[config.mk]
export PLATFORM = sky130hd
export DESIGN_NAME = merge_and_bubble_sort_core
export DESIGN_NICKNAME = d
export VERILOG_FILES = /design/src/design/mbs_pkg.sv /design/src/design/mbs_ram.sv /design/src/design/merge_and_bubble_sort_core.sv
export SDC_FILE = /design/constraint.sdc
export NUM_CORES = 1
export LEC_CHECK = 0
export BUFFER_PORTS_ARGS = -buffer_cell sky130_fd_sc_hd__clkbuf_2
export CAP_MARGIN = 40
export CORE_MARGIN = 2
export CORE_UTILIZATION = 47
export DETAILED_ROUTE_END_ITERATION = 6
export PLACE_DENSITY_LB_ADDON = 0.08
export REMOVE_ABC_BUFFERS = 1
export SLEW_MARGIN = 25
export SYNTH_ARGS = -nofsm -noshare
export SYNTH_HDL_FRONTEND = slang
export SYNTH_SLANG_ARGS = --single-unit
[constraint.sdc]
create_clock -name clock -period 7.6 [get_ports clock]
set_clock_uncertainty 0.2 [all_clocks]
set_input_delay 0.38 -clock clock [delete_from_list [all_inputs] [get_ports clock]]
set_output_delay 0.38 -clock clock [all_outputs]
set_load 0.005 [all_outputs]
[src/design/mbs_pkg.sv]
// shared types and constants for the merge and bubble sort core
package mbs_pkg;

   localparam int VALUE_W = 7;
   localparam int DATA_W  = 8;

   typedef logic [VALUE_W-1:0] value_type;

   typedef enum logic [2:0] {
      ST_IDLE,
      ST_PRIME,
      ST_LOAD,
      ST_SCAN,
      ST_WB,
      ST_EMIT_RD,
      ST_EMIT_LD,
      ST_EMIT_HOLD
   } state_type;

endpackage

[src/design/mbs_ram.sv]
// generic single write, single read ram with registered read data
module mbs_ram #(
   parameter int WIDTH = 7,
   parameter int DEPTH = 64
) (
   input  logic                     clock,
   input  logic                     wr_en,
   input  logic [$clog2(DEPTH)-1:0] wr_addr,
   input  logic [WIDTH-1:0]         wr_data,
   input  logic [$clog2(DEPTH)-1:0] rd_addr,
   output logic [WIDTH-1:0]         rd_data
);

   logic [WIDTH-1:0] mem_ff [DEPTH];
   logic [WIDTH-1:0] rd_data_ff;

   always_ff @(posedge clock) begin
      if (wr_en) begin
         mem_ff[wr_addr] <= wr_data;
      end
      rd_data_ff <= mem_ff[rd_addr];
   end

   assign rd_data = rd_data_ff;

endmodule

[src/design/merge_and_bubble_sort_core.sv]
// merge and bubble sort core: gathers a batch, sorts it in ram, streams it out ascending
//
//   channel | dir | beat carries
//   --------+-----+-------------------------------------------------------------
//   req_    | in  | tdata[6:0] value, tlast end of batch
//   rsp_    | out | tdata[6:0] sorted value, tlast last of batch, tuser overflow
//
// an accepted beat is stored while the ram has room, else dropped; req_tready is high only while idle.
// the sort is bound by one ram read and one ram write per compare.
// each result passes through EMIT_RD, EMIT_LD and EMIT_HOLD, which waits on rsp_tready; stalls hold the beat.
// reset clears the sequencer, fill count and overflow flag; the ram needs no clearing.
module merge_and_bubble_sort_core #(
   parameter int MAX_ITEMS = 64
) (
   input  logic                        clock,
   input  logic                        reset,
   input  logic                        req_tvalid,
   output logic                        req_tready,
   input  logic [mbs_pkg::DATA_W-1:0]  req_tdata,  // [6:0] value, [7] zero
   input  logic                        req_tlast,
   output logic                        rsp_tvalid,
   input  logic                        rsp_tready,
   output logic [mbs_pkg::DATA_W-1:0]  rsp_tdata,  // [6:0] sorted_value, [7] zero
   output logic                        rsp_tlast,
   output logic                        rsp_tuser   // [0] overflow
);
   import mbs_pkg::*;

   localparam int AW = $clog2(MAX_ITEMS);
   localparam int CW = $clog2(MAX_ITEMS + 1);
   localparam logic [CW-1:0] MaxCount = CW'(MAX_ITEMS);
   localparam logic [AW-1:0] LastAddr = AW'(MAX_ITEMS - 1);

   state_type       state_ff, state_in;
   logic [CW-1:0]   count_ff, count_in;
   logic            dropped_ff, dropped_in;
   logic [AW-1:0]   k_ff, k_in;
   logic [AW-1:0]   last_ff, last_in;
   logic [AW-1:0]   top_ff, top_in;
   logic [AW-1:0]   j_ff, j_in;
   value_type       carry_ff, carry_in;
   value_type       out_value_ff, out_value_in;
   logic            out_last_ff, out_last_in;

   logic            ram_we;
   logic [AW-1:0]   ram_waddr;
   value_type       ram_wdata;
   logic [AW-1:0]   ram_raddr;
   value_type       ram_rdata;

   logic            req_fire;
   logic            rsp_fire;
   logic            has_room;

   mbs_ram #(
      .WIDTH (VALUE_W),
      .DEPTH (MAX_ITEMS)
   ) u_store (
      .clock   (clock),
      .wr_en   (ram_we),
      .wr_addr (ram_waddr),
      .wr_data (ram_wdata),
      .rd_addr (ram_raddr),
      .rd_data (ram_rdata)
   );

   assign req_tready = (state_ff == ST_IDLE);
   assign req_fire   = req_tvalid && req_tready;
   assign rsp_tvalid = (state_ff == ST_EMIT_HOLD);
   assign rsp_fire   = rsp_tvalid && rsp_tready;
   assign rsp_tdata  = {{(DATA_W - VALUE_W){1'b0}}, out_value_ff};
   assign rsp_tlast  = out_last_ff;
   assign rsp_tuser  = dropped_ff;
   assign has_room   = (count_ff < MaxCount);

   always_ff @(posedge clock) begin
      if (reset) begin
         state_ff   <= ST_IDLE;
         count_ff   <= '0;
         dropped_ff <= 1'b0;
      end else begin
         state_ff   <= state_in;
         count_ff   <= count_in;
         dropped_ff <= dropped_in;
      end
   end

   always_ff @(posedge clock) begin
      k_ff         <= k_in;
      last_ff      <= last_in;
      top_ff       <= top_in;
      j_ff         <= j_in;
      carry_ff     <= carry_in;
      out_value_ff <= out_value_in;
      out_last_ff  <= out_last_in;
   end

   always_comb begin
      state_in     = state_ff;
      count_in     = count_ff;
      dropped_in   = dropped_ff;
      k_in         = k_ff;
      last_in      = last_ff;
      top_in       = top_ff;
      j_in         = j_ff;
      carry_in     = carry_ff;
      out_value_in = out_value_ff;
      out_last_in  = out_last_ff;
      ram_we       = 1'b0;
      ram_waddr    = count_ff[AW-1:0];
      ram_wdata    = req_tdata[VALUE_W-1:0];
      ram_raddr    = '0;

      case (state_ff)
         ST_IDLE: begin
            if (req_fire) begin
               if (has_room) begin
                  ram_we   = 1'b1;
                  count_in = count_ff + CW'(1);
               end else begin
                  dropped_in = 1'b1;
               end
               if (req_tlast) begin
                  // index of the last stored value of the batch
                  last_in = has_room ? count_ff[AW-1:0] : LastAddr;
                  top_in  = last_in;
                  j_in    = '0;
                  state_in = (last_in == '0) ? ST_EMIT_RD : ST_PRIME;
               end
            end
         end
         ST_PRIME: begin
            ram_raddr = '0;
            state_in  = ST_LOAD;
         end
         ST_LOAD: begin
            carry_in  = ram_rdata;
            ram_raddr = AW'(1);
            k_in      = AW'(1);
            state_in  = ST_SCAN;
         end
         ST_SCAN: begin
            // carry holds the largest seen this pass; smaller one drops back a slot
            ram_we    = 1'b1;
            ram_waddr = k_ff - AW'(1);
            if (carry_ff > ram_rdata) begin
               ram_wdata = ram_rdata;
            end else begin
               ram_wdata = carry_ff;
               carry_in  = ram_rdata;
            end
            if (k_ff == last_ff) begin
               state_in = ST_WB;
            end else begin
               ram_raddr = k_ff + AW'(1);
               k_in      = k_ff + AW'(1);
            end
         end
         ST_WB: begin
            ram_we    = 1'b1;
            ram_waddr = last_ff;
            ram_wdata = carry_ff;
            if (last_ff == AW'(1)) begin
               state_in = ST_EMIT_RD;
            end else begin
               last_in  = last_ff - AW'(1);
               state_in = ST_PRIME;
            end
         end
         ST_EMIT_RD: begin
            ram_raddr = j_ff;
            state_in  = ST_EMIT_LD;
         end
         ST_EMIT_LD: begin
            out_value_in = ram_rdata;
            out_last_in  = (j_ff == top_ff);
            state_in     = ST_EMIT_HOLD;
         end
         ST_EMIT_HOLD: begin
            if (rsp_fire) begin
               if (out_last_ff) begin
                  count_in   = '0;
                  dropped_in = 1'b0;
                  state_in   = ST_IDLE;
               end else begin
                  j_in     = j_ff + AW'(1);
                  state_in = ST_EMIT_RD;
               end
            end
         end
         default: begin
            state_in = ST_IDLE;
         end
      endcase
   end

   a_no_accept_while_emitting: assert property (@(posedge clock) disable iff (reset)
      req_tready |-> !rsp_tvalid)
      else $error("input ready while a result is pending");

   a_count_bounded: assert property (@(posedge clock) disable iff (reset)
      count_ff <= MaxCount)
      else $error("fill count beyond capacity");

   a_scan_index: assert property (@(posedge clock) disable iff (reset)
      (state_ff == ST_SCAN) |-> (k_ff != '0) && (k_ff <= last_ff))
      else $error("scan index out of pass range");

   a_final_beat_ends_batch: assert property (@(posedge clock) disable iff (reset)
      rsp_fire && rsp_tlast |=> (state_ff == ST_IDLE) && (count_ff == '0) && !dropped_ff)
      else $error("batch state not cleared after final beat");

   a_emit_within_batch: assert property (@(posedge clock) disable iff (reset)
      (state_ff == ST_EMIT_LD) |-> (j_ff <= top_ff))
      else $error("emit index past end of batch");

endmodule

=== Word level (Yosys, flattened, before mapping) ===
Memory sizes are Yosys's and may differ from the RTL's. A register that Yosys moved wholly into a read port is not among the register bits.
Cells that the tools add are included.

* Bits in registers: 50
* Memory bits (writable): 448
* Input port bits: 13
* Output and inout port bits: 12
* Logic and storage cells: 97
* Memories kept: 1

{| class="wikitable"
|+ Memory list
! memory !! depth !! bits a word !! read ports !! clocked after Yosys merged registers in !! write ports !! RTL line !! source
|-
| u_store.mem_ff || 64 || 7 || 1 || 1 || 1 || mbs_ram.sv:14 || <nowiki>logic [WIDTH-1:0] mem_ff [DEPTH];</nowiki>
|}

* Add/sub/neg operators: 5
* $lt $le $gt $ge: 2
* Equal/unequal tests: 21
* Multiplexer cells: 42
* Reduce and logical (&&, ||, !) cells: 16

{| class="wikitable"
|+ Operator list
! operator !! count
|-
| 6-bit 2-to-1 mux || 10
|-
| 6-bit one-hot mux with 2 select lines || 4
|-
| 7-bit 2-to-1 mux || 6
|-
| 7-bit one-hot mux with 2 select lines || 3
|-
| 3-bit one-hot mux with 8 select lines || 1
|-
| 3-bit 2-to-1 mux || 7
|-
| 6-bit one-hot mux with 3 select lines || 1
|-
| 5-bit AND reduction || 3
|-
| 6-bit by 1-bit adder with 6-bit output, second input constant || 2
|-
| 3-bit == test, second input constant || 4
|-
| 6-bit == test || 2
|-
| 2-bit != test, second input constant || 6
|-
| 6-bit by 1-bit subtractor with 6-bit output, second input constant || 2
|-
| 2-bit by 1-bit != test with 1-bit output, second input constant || 5
|-
| 1-bit 2-to-1 mux || 8
|-
| 4-bit AND reduction || 2
|-
| 7-bit by 1-bit adder with 7-bit output, second input constant || 1
|-
| 7-bit > comparator || 1
|-
| 7-bit less-than comparator, second input constant || 1
|-
| 3-bit by 2-bit == test with 1-bit output, second input constant || 2
|-
| 6-bit by 1-bit == test with 1-bit output, second input constant || 1
|-
| 6-bit logical NOT || 1
|-
| 2-bit nonzero test || 3
|-
| 1-bit one-hot mux with 2 select lines || 2
|-
| 6 further kinds || 8
|}

=== Logic depth before layout (Yosys ltp) ===
* Depth after elaboration: 7
* Mapped depth: 14
* Depth with buffers taken out: 11

=== Modules after synthesis ===
A second synthesis with hierarchy kept.

* Cell total of the unflattened synthesis: 1121
* Area, all modules: 20606.0 µm²

{| class="wikitable"
|+ By module, submodules not included
! module !! times used !! cells an instance !! area an instance (µm²) !! sequential area each (µm²)
|-
| mbs_ram || 1 || 827 || 17635.7 || 13593.0
|-
| merge_and_bubble_sort_core || 1 || 294 || 2970.3 || 1391.3
|}

=== Worst setup path after synthesis ===
No wires, ideal clock.

* Path type: register to register
* From: register carry_ff[1]
* To: memory u_store.mem_ff[0][0] (data pin)
* Data arrival time: 2736 ps
* Required time: 6959 ps
* Path slack: 4223 ps
* Stages on the path, launching flop included: 12
* Buffers on the path: 1
* Period minus slack after synthesis: 3377 ps
* Cells stage by stage: edfxtp_1 -> ha_1 -> nor2b_1 -> o21a_1 -> o21a_1 -> o21a_1 -> o21a_1 -> o21ai_0 -> a21boi_0 -> and2_1 -> clkbuf_1 -> a221o_1

* Word-level cells in the longest chain between the ends: 3

{| class="wikitable"
|+ RTL lines
! item !! RTL line !! source
|-
| start, declared || merge_and_bubble_sort_core.sv:41 || <nowiki>value_type carry_ff, carry_in;</nowiki>
|-
| start signal, assigned || merge_and_bubble_sort_core.sv:93 || <nowiki>carry_ff <= carry_in;</nowiki>
|-
| 7-bit > comparator || merge_and_bubble_sort_core.sv:146 || <nowiki>if (carry_ff > ram_rdata) begin</nowiki>
|-
| 7-bit 2-to-1 mux || merge_and_bubble_sort_core.sv:146 ||
|-
| 7-bit one-hot mux with 2 select lines || merge_and_bubble_sort_core.sv:114 || <nowiki>case (state_ff)</nowiki>
|-
| net ram_wdata[0] || merge_and_bubble_sort_core.sv:47 || <nowiki>value_type ram_wdata;</nowiki>
|-
| end, declared || mbs_ram.sv:14 ||
|}

The timed path passes the listed nets, and every way through them passes these cells.

=== Worst setup path in the final report ===
* From: register state_ff[0]
* To: register u_store.rd_data_ff[6] (netlist: u_store.rd_data[6]) (read register of u_store.mem_ff)

* Word-level cells in the longest chain between the ends: 2

{| class="wikitable"
|+ RTL lines
! item !! RTL line !! source
|-
| start, declared || merge_and_bubble_sort_core.sv:34 || <nowiki>state_type state_ff, state_in;</nowiki>
|-
| start signal, assigned || merge_and_bubble_sort_core.sv:82 || <nowiki>state_ff <= state_in;</nowiki>
|-
| 3-bit == test or 3-bit by 2-bit == test with 1-bit output (tied branches) || merge_and_bubble_sort_core.sv:114 ||
|-
| 6-bit one-hot mux with 3 select lines (*) || merge_and_bubble_sort_core.sv:114 ||
|-
| end, declared || mbs_ram.sv:15 || <nowiki>logic [WIDTH-1:0] rd_data_ff;</nowiki>
|}

Mark *: on every way between the ends. The rest lies on a longest branch, timed or not.
A chain may end at the register's enable or synchronous reset.

==> qor.txt <==
worst path cell trace: and3b_1 > nand2_1 > inv_2 > o21ai_2 > buf_4 > nand2_2 > buf_4 > mux2_2 > a211oi_1 > nand4_1 > o21a_1
# DRC: 0
Synth Instances: 1636
drt initial violations: 1305
CP startpoint kind: register
TritonCTS Sinks: 505
worst path bufs/invs: 3
Crit path depth: 11
Multi-input gate area: 5750 µm²
fmax: 210 MHz
CP delay by family, top: simple AND/OR/NAND/NOR gates
largest net degree at the start of global routing: 87
GRT Util Overall: 23.8%
Final WS setup: 2.83 ns
GR Overflow Total: 0
Rel. slew slack: 37.6%
worst path required time: 7.89 ns
fraction of synthesized area in multiplexers: 2.44%
aggregate negative setup slack: 0 ns
TritonCTS Buffers: 52
Sequential cell area: 15000 µm²
HPWL Detailed: 32.6 mm
outcome: finished, final reports clean
Die Y-Extent: 217 µm
Critical Path Source: state_ff[0]
Skew-Pair Late Insertion Delay: 0.60 ns
Cell Rows: 77
post-synthesis simple-gate area fraction: 14.4%
Critical Path End: u_store.rd_data[6]
Top Ports: 25
Final ANT Viol Nets: 0
number of synthesized flops with an enable pin: 487
RSZ-0062 raised after global routing: no
die footprint: 46900 µm²
Syn-to-layout area delta: 11.1%
mean number of vias per cell: 5.81
XOR/XNOR Fraction of Synth Area: 1.36%
root buffer cell: clkbuf_16
Cell Area, Synth: 21300 µm²
Synth Flop Type: edfxtp_1
CP arrival: 5.06 ns
DP Worst Slack: 2.82 ns
Final Hold Fails: 0
vias in the first global route: 12.9k
cts repair resizes: 0
average routed wire per standard cell: 24.1 µm
Lkg Pwr: 8.05 nW
CP Class: reg2reg
core area: 44400 µm²
maximum vdd drop: 0.245 mV
R2R Setup Slk: 2.83 ns
Reg clk slew, reported paths: 0.06 ns
Hold Path Class: in2reg
die width: 217 µm
commonest non-fill, non-tap cell in the layout: edfxtp_1
slowest stage delay, CP: 0.69 ns
adder-cell share of the synthesized area: 0.765%
dpl cell area: 21900 µm²
most frequent cells in the layout: edfxtp_1, nand2_1, nor2_1
post-synthesis async set-or-reset flop share: 0%
TritonCTS clock tree: yes
CTS H-tree lvls: 2
synthesized flop and latch total: 505
Antenna Cells: 0
Cell variety after synth: 78
MaxCap Viol Count: 0
Worst Tran Pin Value: 0.934 ns
slowest CP cell: and3b_1
min cycle time layout: 4.77 ns
Synth Area in Compound Gates: 7.90%
Nets: 1679
Buffers on Ports: 22
Starting Density: 47.9%
CP Max Fanout: 31
max-slew violations: 0
post-layout util: 53.2%
Final Cycle Share: 62.8%
design area: 23600 µm²
main combinational cell family by area after synthesis: simple AND/OR/NAND/NOR gates
Routability Congestion: 0.822
vias post-DR: 13.3k
worst reg2reg startpoint: state_ff[0]
Synth Warn #: 0
# fillers: 3813
Max clock buf depth: 3
PwrDens: 371 nW/µm²
Worst setup EP type: register
synthesized area per cell: 13.0 µm²
FF-to-FF path depth: 11
initial antenna violation count: 1
reg2reg end: u_store.rd_data[6]
first-pass detailed-route iteration total: 6
Setup-failing EPs final: 0
global-route wire length before repair: 83.0 mm
final WL: 55.3 mm
Seq/Total Area, Yosys: 70.5%
CP dominant cell by count: buf_4
share of cells above drive strength 1: 9.43%
## per-stage QoR
stage | instances | hold WS [ns] | total power, mW
2_1_floorplan | 1542 | 0.248 | 5.31
3_3_place_gp | 2183 | 0.248 | 6.25
3_5_place_dp | 2183 | 0.263 | 6.28
4_1_cts | 2286 | 0.0551 | 8.77
5_1_grt | 2289 | 0.0810 | 9.15
6_report | 2289 | 0.0752 | 8.76
## synth_stat cells (6+ instances only)
library cell  count  area, µm²
clkbuf_1         21       78.8
o21a_1            8       60.1
dfxtp_1          18        360
nand2_1         354       1330
o2111ai_1         9       78.8
a32oi_1          10       87.6
nand4_1          15       93.8
edfxtp_1        487      14600
buf_6             6       67.6
nand3_1         112        561
and2_1            7       43.8
ha_1             13        163
buf_4            12       90.1
a311oi_1         20        175
mux2i_1          44        440
a31oi_1          42        263
a221o_1           7       70.1
xor2_1           15        131
a211oi_1         28        210
o21ai_0          21        105
a21oi_1          31        155
nor2_1          120        450
nor2b_1          12       75.1
xnor2_1          18        158
or2_2             7       43.8
nor3_1            8       40.0
and3_1           35        219
buf_2            51        255
inv_1            15       56.3
## worst min-delay path, cell delays in order
cell and delay [ns]:
clkbuf_2 0.12, a31o_2 0.26, nor2_1 0.06
## cell type report
cell class / count / area share [%]
repair buffers: 57 / 1.84
clock buffers: 77 / 6.26
multi-input cells: 1021 / 24.3
clock inverters: 21 / 0.747
well taps: 592 / 3.14
flip-flops and latches: 505 / 63.4
inverters: 16 / 0.254
## per-layer routing
layer	track usage, %	routed length, µm
met3	4.79	3680
met4	7.51	1620
met2	37.3	25500
met5	0	0
met1	33.6	24500
## flip-flops by register name, summed over array words and instances (netlist names), 3 cells and up
signal,count
u_store.rd_data,7
count_ff,7
u_store.mem_ff,448
out_value_ff,7
last_ff,6
k_ff,6
top_ff,6
state_ff,3
j_ff,6
carry_ff,7
## how the worst min path moves through the flow
stage,from,endpoint,slack [ns],cells after the start
3_3_place_gp,rsp_tuser,rsp_tuser,0.25,2
3_5_place_dp,rsp_tuser,rsp_tuser,0.26,2
2_1_floorplan,u_store.rd_data[1],carry_ff[1],0.25,0
4_1_cts,rsp_tready,count_ff[6],0.06,3
5_1_grt,rsp_tready,count_ff[5],0.08,3
6_report,rsp_tready,rsp_tuser,0.08,3
## timing repair
action,4_1_cts,5_1_grt
hold endpoints to repair,5,0
buffers inserted,0,0
hold buffers,5,0
## where the power goes
part | total [mW] | switching [mW] | internal [mW]
Sequential | 3.75 | 0.151 | 3.60
Clock | 2.49 | 1.05 | 1.44
Combinational | 2.52 | 1.81 | 0.708
Total | 8.76 | 3.01 | 5.75
## kinds of logic after synthesis
group | count (synthesis)
other | 1
and+or+nand+nor | 695
adders and majority gates | 13
AOI/OAI and AO/OA | 229
xor gates and xnor gates | 33
DFF | 505
muxes | 50
buffers and inverters | 110
No activity file was read; power rests on OpenSTA's default activity.
